**src/rtl/core/length_prefixed_frame_receiver_assert.svh**
```systemverilog
// Assertion macros used by the frame receiver RTL.
`ifndef LENGTH_PREFIXED_FRAME_RECEIVER_ASSERT_SVH
`define LENGTH_PREFIXED_FRAME_RECEIVER_ASSERT_SVH

// Check a property at every rising edge outside reset.
`define LPFR_ASSERT(name, clk, rst, prop) \
   name: assert property (@(posedge clk) disable iff (rst) (prop)) \
      else $error("lpfr: assertion failed");

// Check that a condition is followed by a consequence in the next cycle.
`define LPFR_ASSERT_NEXT(name, clk, rst, pre, post) \
   name: assert property (@(posedge clk) disable iff (rst) (pre) |=> (post)) \
      else $error("lpfr: assertion failed");

`endif

```
**src/rtl/core/lpfr_pkg.sv**
```systemverilog
package lpfr_pkg;

   // Fixed payload run per frame
   localparam int PAYLOAD_LEN = 64;

   // Field widths
   localparam int BYTE_W  = 8;
   localparam int CNT_W   = 6;
   localparam int SIZE_W  = 16;
   localparam int CRC_W   = 32;

   // Last payload index, folded into the counter width
   localparam logic [CNT_W-1:0] LAST_IDX = CNT_W'(PAYLOAD_LEN - 1);

   // Counter values that end the size and CRC phases
   localparam logic [CNT_W-1:0] SIZE_LAST = CNT_W'(1);
   localparam logic [CNT_W-1:0] CRC_LAST  = CNT_W'(3);

   // Response kinds
   localparam logic KIND_PAYLOAD = 1'b0;
   localparam logic KIND_FRAME   = 1'b1;

   typedef enum logic [1:0] {
      PH_SIZE = 2'd0,
      PH_DATA = 2'd1,
      PH_CRC  = 2'd2
   } phase_type;

   typedef struct packed {
      logic              kind;
      logic [BYTE_W-1:0] data;
      logic [CNT_W-1:0]  byte_index;
      logic [SIZE_W-1:0] frame_size;
      logic [CRC_W-1:0]  frame_crc;
      logic              size_exceeds;
   } rsp_type;

endpackage

```
**src/rtl/core/length_prefixed_frame_receiver.sv**
```systemverilog
// Length-prefixed frame receiver.
// Request channel (req_valid, req_stall, req_rx_byte) takes one received byte
// per request. A frame is a 2-byte big-endian size, 64 payload bytes and a
// 4-byte big-endian CRC word. Response channel (rsp_valid, rsp_stall, rsp_*)
// gives one payload response for each payload byte whose index is below the
// announced size, and one frame-complete response (size, CRC word, over-size
// flag) on the last CRC byte. Other bytes give no response.
// Each response is registered, in the skid register while one already waits.
// Throughput: one request per cycle while req_stall is low; the frame state
// update is a single shift or counter step, done in the accept cycle.
// A response register plus a one-entry skid register sit on the response
// side, so requests keep flowing while one response waits; req_stall rises
// only once the skid register is occupied, and drops as the response side
// drains. A stalled response holds its payload.
// Reset (synchronous, active high) clears the frame state to the size phase
// and empties both response registers; the block is ready the next cycle.
`include "length_prefixed_frame_receiver_assert.svh"

module length_prefixed_frame_receiver (
   input  logic                        clock,
   input  logic                        reset,
   input  logic                        req_valid,
   output logic                        req_stall,
   input  logic [lpfr_pkg::BYTE_W-1:0] req_rx_byte,
   output logic                        rsp_valid,
   input  logic                        rsp_stall,
   output logic                        rsp_kind,
   output logic [lpfr_pkg::BYTE_W-1:0] rsp_data,
   output logic [lpfr_pkg::CNT_W-1:0]  rsp_byte_index,
   output logic [lpfr_pkg::SIZE_W-1:0] rsp_frame_size,
   output logic [lpfr_pkg::CRC_W-1:0]  rsp_frame_crc,
   output logic                        rsp_size_exceeds
);
   import lpfr_pkg::*;

   phase_type         phase_ff, phase_in;
   logic [CNT_W-1:0]  byte_count_ff, byte_count_in;
   logic [SIZE_W-1:0] size_acc_ff, size_acc_in;
   logic [CRC_W-1:0]  crc_acc_ff, crc_acc_in;

   logic              out_valid_ff, out_valid_in;
   rsp_type           out_ff, out_in;
   logic              skid_valid_ff, skid_valid_in;
   rsp_type           skid_ff, skid_in;

   logic              accept;
   logic              pop;
   logic              hit;
   rsp_type           result;
   logic [CRC_W-1:0]  crc_shift;

   assign req_stall = skid_valid_ff;
   assign accept    = req_valid && !req_stall;
   assign pop       = out_valid_ff && !rsp_stall;
   assign crc_shift = {crc_acc_ff[CRC_W-BYTE_W-1:0], req_rx_byte};

   // Advance the frame state and form the response for this request
   always_comb begin
      phase_in      = phase_ff;
      byte_count_in = byte_count_ff;
      size_acc_in   = size_acc_ff;
      crc_acc_in    = crc_acc_ff;
      hit           = 1'b0;
      result        = '0;
      case (phase_ff)
         PH_DATA: begin
            if (SIZE_W'(byte_count_ff) < size_acc_ff) begin
               hit               = 1'b1;
               result.kind       = KIND_PAYLOAD;
               result.data       = req_rx_byte;
               result.byte_index = byte_count_ff;
            end
            if (byte_count_ff >= LAST_IDX) begin
               byte_count_in = '0;
               phase_in      = PH_CRC;
            end else begin
               byte_count_in = byte_count_ff + CNT_W'(1);
            end
         end
         PH_CRC: begin
            if (byte_count_ff >= CRC_LAST) begin
               hit                 = 1'b1;
               result.kind         = KIND_FRAME;
               result.frame_size   = size_acc_ff;
               result.frame_crc    = crc_shift;
               result.size_exceeds = (size_acc_ff > SIZE_W'(PAYLOAD_LEN));
               byte_count_in       = '0;
               size_acc_in         = '0;
               crc_acc_in          = '0;
               phase_in            = PH_SIZE;
            end else begin
               crc_acc_in    = crc_shift;
               byte_count_in = byte_count_ff + CNT_W'(1);
            end
         end
         default: begin
            // Size phase; the unused code behaves the same
            phase_in    = PH_SIZE;
            size_acc_in = {size_acc_ff[SIZE_W-BYTE_W-1:0], req_rx_byte};
            if (byte_count_ff >= SIZE_LAST) begin
               byte_count_in = '0;
               phase_in      = PH_DATA;
            end else begin
               byte_count_in = byte_count_ff + CNT_W'(1);
            end
         end
      endcase
   end

   // Steer responses through the output and skid registers
   always_comb begin
      out_valid_in  = out_valid_ff;
      out_in        = out_ff;
      skid_valid_in = skid_valid_ff;
      skid_in       = skid_ff;
      if (!out_valid_ff || pop) begin
         if (skid_valid_ff) begin
            out_valid_in  = 1'b1;
            out_in        = skid_ff;
            skid_valid_in = 1'b0;
         end else begin
            out_valid_in = accept && hit;
            out_in       = result;
         end
      end else if (accept && hit) begin
         skid_valid_in = 1'b1;
         skid_in       = result;
      end
   end

   // Hold frame state; update only on an accepted request
   always_ff @(posedge clock) begin
      if (reset) begin
         phase_ff      <= PH_SIZE;
         byte_count_ff <= '0;
         size_acc_ff   <= '0;
         crc_acc_ff    <= '0;
      end else if (accept) begin
         phase_ff      <= phase_in;
         byte_count_ff <= byte_count_in;
         size_acc_ff   <= size_acc_in;
         crc_acc_ff    <= crc_acc_in;
      end
   end

   // Response valid flags
   always_ff @(posedge clock) begin
      if (reset) begin
         out_valid_ff  <= 1'b0;
         skid_valid_ff <= 1'b0;
      end else begin
         out_valid_ff  <= out_valid_in;
         skid_valid_ff <= skid_valid_in;
      end
   end

   // Response payloads
   always_ff @(posedge clock) begin
      out_ff  <= out_in;
      skid_ff <= skid_in;
   end

   assign rsp_valid        = out_valid_ff;
   assign rsp_kind         = out_ff.kind;
   assign rsp_data         = out_ff.data;
   assign rsp_byte_index   = out_ff.byte_index;
   assign rsp_frame_size   = out_ff.frame_size;
   assign rsp_frame_crc    = out_ff.frame_crc;
   assign rsp_size_exceeds = out_ff.size_exceeds;

   `LPFR_ASSERT(a_skid_behind_out, clock, reset, !skid_valid_ff || out_valid_ff)
   `LPFR_ASSERT(a_size_count, clock, reset, (phase_ff != PH_SIZE) || (byte_count_ff <= SIZE_LAST))
   `LPFR_ASSERT(a_crc_count, clock, reset, (phase_ff != PH_CRC) || (byte_count_ff <= CRC_LAST))
   `LPFR_ASSERT_NEXT(a_frame_clears, clock, reset, accept && phase_ff == PH_CRC && byte_count_ff == CRC_LAST, phase_ff == PH_SIZE && size_acc_ff == '0 && crc_acc_ff == '0 && out_valid_ff)

endmodule

```
**config.mk**
```make
export PLATFORM = sky130hd
export DESIGN_NAME = length_prefixed_frame_receiver
export DESIGN_NICKNAME = d
export VERILOG_FILES = /design/src/rtl/core/lpfr_pkg.sv /design/src/rtl/core/length_prefixed_frame_receiver.sv
export VERILOG_INCLUDE_DIRS = /design/src /design/src/rtl/core
export SDC_FILE = /design/constraint.sdc
export NUM_CORES = 1
export LEC_CHECK = 0
export BUFFER_PORTS_ARGS = -buffer_cell sky130_fd_sc_hd__buf_2
export CAP_MARGIN = 20
export CORE_ASPECT_RATIO = 1.2
export CORE_MARGIN = 1.5
export CORE_UTILIZATION = 52
export DETAILED_ROUTE_END_ITERATION = 6
export PLACE_DENSITY = 0.75
export RECOVER_POWER = 100
export SKIP_CTS_REPAIR_TIMING = 1
export SKIP_LAST_GASP = 1
export SLEW_MARGIN = 10
export SYNTH_ARGS = -nofsm -noshare
export SYNTH_HDL_FRONTEND = slang
export SYNTH_SLANG_ARGS = --single-unit
```
**constraint.sdc**
```tcl
create_clock -name clock -period 21.8 [get_ports clock]
set_input_delay 1.09 -clock clock [delete_from_list [all_inputs] [get_ports clock]]
set_output_delay 1.09 -clock clock [all_outputs]
set_load 0.1 [all_outputs]
```
==> reports/metrics.yaml <==
timing:
  min_period_over_period: 0.262
  slew_violations: 214
  tightest_slew_ns: 4.11
  finalSetupTns_ns: 0
  max_freq_mhz: 175
  min_period_ns: 5.72
  fin_skew_ns: 0.00898
  setup_viol: 0
  rsz0062_at_grt: "false"
  hold_viol: 0
  finalWorstSetupSlack_ns: 16.08
  maxSlewHeadroom: -1.74
logic_synthesis:
  yosys_most_used_dff: "edfxtp_1"
  synth-edff-count: 128
  synth_cell_types: 41
  syn_nets: 614
  synth_area_um2: 7440
  ys_seq_area_frac: 0.651
  netlist_instances: 592
  ys_seq_elements: 178
  syn_avg_cell_area_um2: 12.6
  synthArstFlopShare: 0
  synth_warnings: 0
die:
  rows: 47
  fp.dieW_um: 112
  die_height_um: 134
  start_util: 0.536
  die-area_um2: 15000
  core_um2: 13900
  io-pin-count: 78
grt:
  antenna_found_initial: 0
  grt_pass1_wl_um: 23300
  grt_usage: 0.199
  grt-ovfl-total: 0
  grt_pass1_vias: 4647
  grt_max_degree: 92
drt:
  drt-vias-per-instance: 5.65
  wl_per_cell_um: 17.2
  postRouteAntennaNets: 0
  dr_total_vias: 4752
  drcViolationCount: 0
  drtIter0Drc: 356
  drt-pass1-iter-count: 7
  routed_wl_um: 14500
finish:
  final_cells: 841
  fillers: 1165
  finalNetCount: 679
  layout_commonest_cell: "edfxtp_1"
  final_cell_mix: "edfxtp_1 (128), clkbuf_1 (74), nand2_1 (59)"
  n_antenna_cell: 0
  syn_to_final_growth_pct: 10.6
  drive_above_1_share: 0.130
min_path:
  min_path_type: "flop to flop"
  hold_path.startpoint: "crc_acc_ff[18]"
  whs_path_depth: 2
power_and_ir_drop:
  peakVddDrop_v: 0.0000444
  netSwitchingPower_uw: 179
  power_density_nw_per_um2: 87.3
  p_leak_nw: 2.86
  p_sw_frac: 0.249
  p_clk_frac: 0.388
  seqPwrFrac: 0.517
  p_int_uw: 540
  combinationalPowerShare: 0.095
critical_path:
  cp-start-kind: "flop"
  ff2ff_path_depth: 5
  cp.required_ns: 20.71
  worstPathArrival_ns: 4.63
  r2r_start: "byte_count_ff[2]"
  crit_path_frequent_cell: "clkbuf_1"
  endpoint_kind: "primary output"
  worstSetupPathType: "flop to primary output"
  max_stage_delay_ns: 2.88
  critPathSlowestCell: "clkbuf_1"
  crit_path_start: "req_stall"
  cp_max_fo: 91
  path_cells: "clkbuf_1 -> clkbuf_1"
clock_tree:
  cts_root_buf: "clkbuf_16"
  clk_path_buf_depth: 2
  cts-htree-levels: 4
  clk_latency_ns: 0.43
  clk_pin_slew_ns: 0.07
  cts_buffers: 17
  cts_tree: "built"
  clkSinkCount: 178
status:
  outcome: "finished, violations left"
  violations: "capacitance limit, slew limit"
flow_run:
  drv_cap: 5
place:
  dp_hpwl_um: 9140
  placed_cells: 809
  port_buffers: 77
  post-place-ws_ns: 18.81
  place_congestion: 0.918
## area by class of cell
class / instances / area [um2] / share of cell area
Clock buffer: 23 / 489 / 0.0594
Clock inverter: 9 / 52.6 / 0.00638
Inverter: 15 / 57.6 / 0.00699
Multi-Input combinational cell: 363 / 2250 / 0.273
Sequential cell: 178 / 4850 / 0.589
Tap cell: 171 / 214 / 0.0260
Timing Repair Buffer: 82 / 324 / 0.0394
## per-stage QoR
stage / power (mW) / util / area [um2] / hold WS (ns)
floorplan: 0.432 / - / 7440 / 0.432
global placement: 0.446 / 0.570 / 7910 / 0.443
detailed placement: 0.447 / 0.570 / 7910 / 0.449
CTS: 0.723 / 0.609 / 8450 / 0.458
global route: 0.741 / 0.593 / 8230 / 0.476
finish: 0.719 / 0.593 / 8230 / 0.452
## logic make-up (layout without fill, tap and decap cells)
group,after synthesis,count (layout),synth area share
fa+ha+maj,10,10,0.0168
simple gates,215,215,0.159
buf+inv,51,129,0.0324
flops,178,178,0.651
mux,44,44,0.0664
compound gates,94,94,0.0750
## sequential cells by signal (all words and copies together), names as in the netlist
signal,cells
rsp_frame_crc,32
rsp_size_exceeds,1
rsp_byte_index,6
rsp_kind,1
crc_acc_ff,24
skid_ff,64
byte_count_ff,6
req_stall,1
size_acc_ff,16
phase_ff,2
rsp_valid,1
rsp_frame_size,16
rsp_data,8
## worst max-delay path, delay by kind of cell (launching register included)
kind                   cells  cell delay (ns)
buffers and inverters      2             3.88
flip-flops                 1             0.31
## power groups by stage
stage	clock (mW)	sequential [mW]	combinational (mW)
after floorplan	0	0.396	0.0360
after global placement	0	0.378	0.0675
after detailed placement	0	0.378	0.0690
after CTS	0.283	0.371	0.0692
after global routing	0.295	0.372	0.0739
final	0.279	0.371	0.0685
## final timing paths
path | to | slack (ns)
max | req_stall | 16.08
min | crc_acc_ff[18] | 0.45
max reg2reg | rsp_frame_crc[13] | 16.30
min reg2reg | crc_acc_ff[18] | 0.45
## routing by layer
metal | up-vias | routed length [um] | global-route usage
li1 | 2257 | - | -
met4 | 0 | 461 | 0.0977
met5 | - | 0 | 0
met2 | 159 | 7320 | 0.338
met3 | 42 | 709 | 0.0384
met1 | 2294 | 5960 | 0.246
## synth_stat cells (2+ instances only)
cell	instances	area, um2
nand4b_1	2	17.5
o21ai_0	18	90.1
o21a_1	2	15.0
buf_2	2	10.0
clkbuf_1	27	101
nand4_1	2	12.5
ha_1	10	125
nor2_1	27	101
and2_1	5	31.3
a31oi_1	3	18.8
edfxtp_1	128	3840
a211oi_1	2	15.0
nor2b_1	11	68.8
nand2_1	59	221
mux2_2	43	484
and3_1	2	12.5
inv_1	13	48.8
buf_6	6	67.6
nand2b_1	15	93.8
nand3_1	38	190
nor3b_1	3	22.5
o31ai_1	9	67.6
nor3_1	8	40.0
a21oi_1	50	250
dfxtp_1	50	1000
nor4_1	3	18.8
a2111oi_0	3	26.3
and2_4	38	333
(Power assumes the default switching activity.)
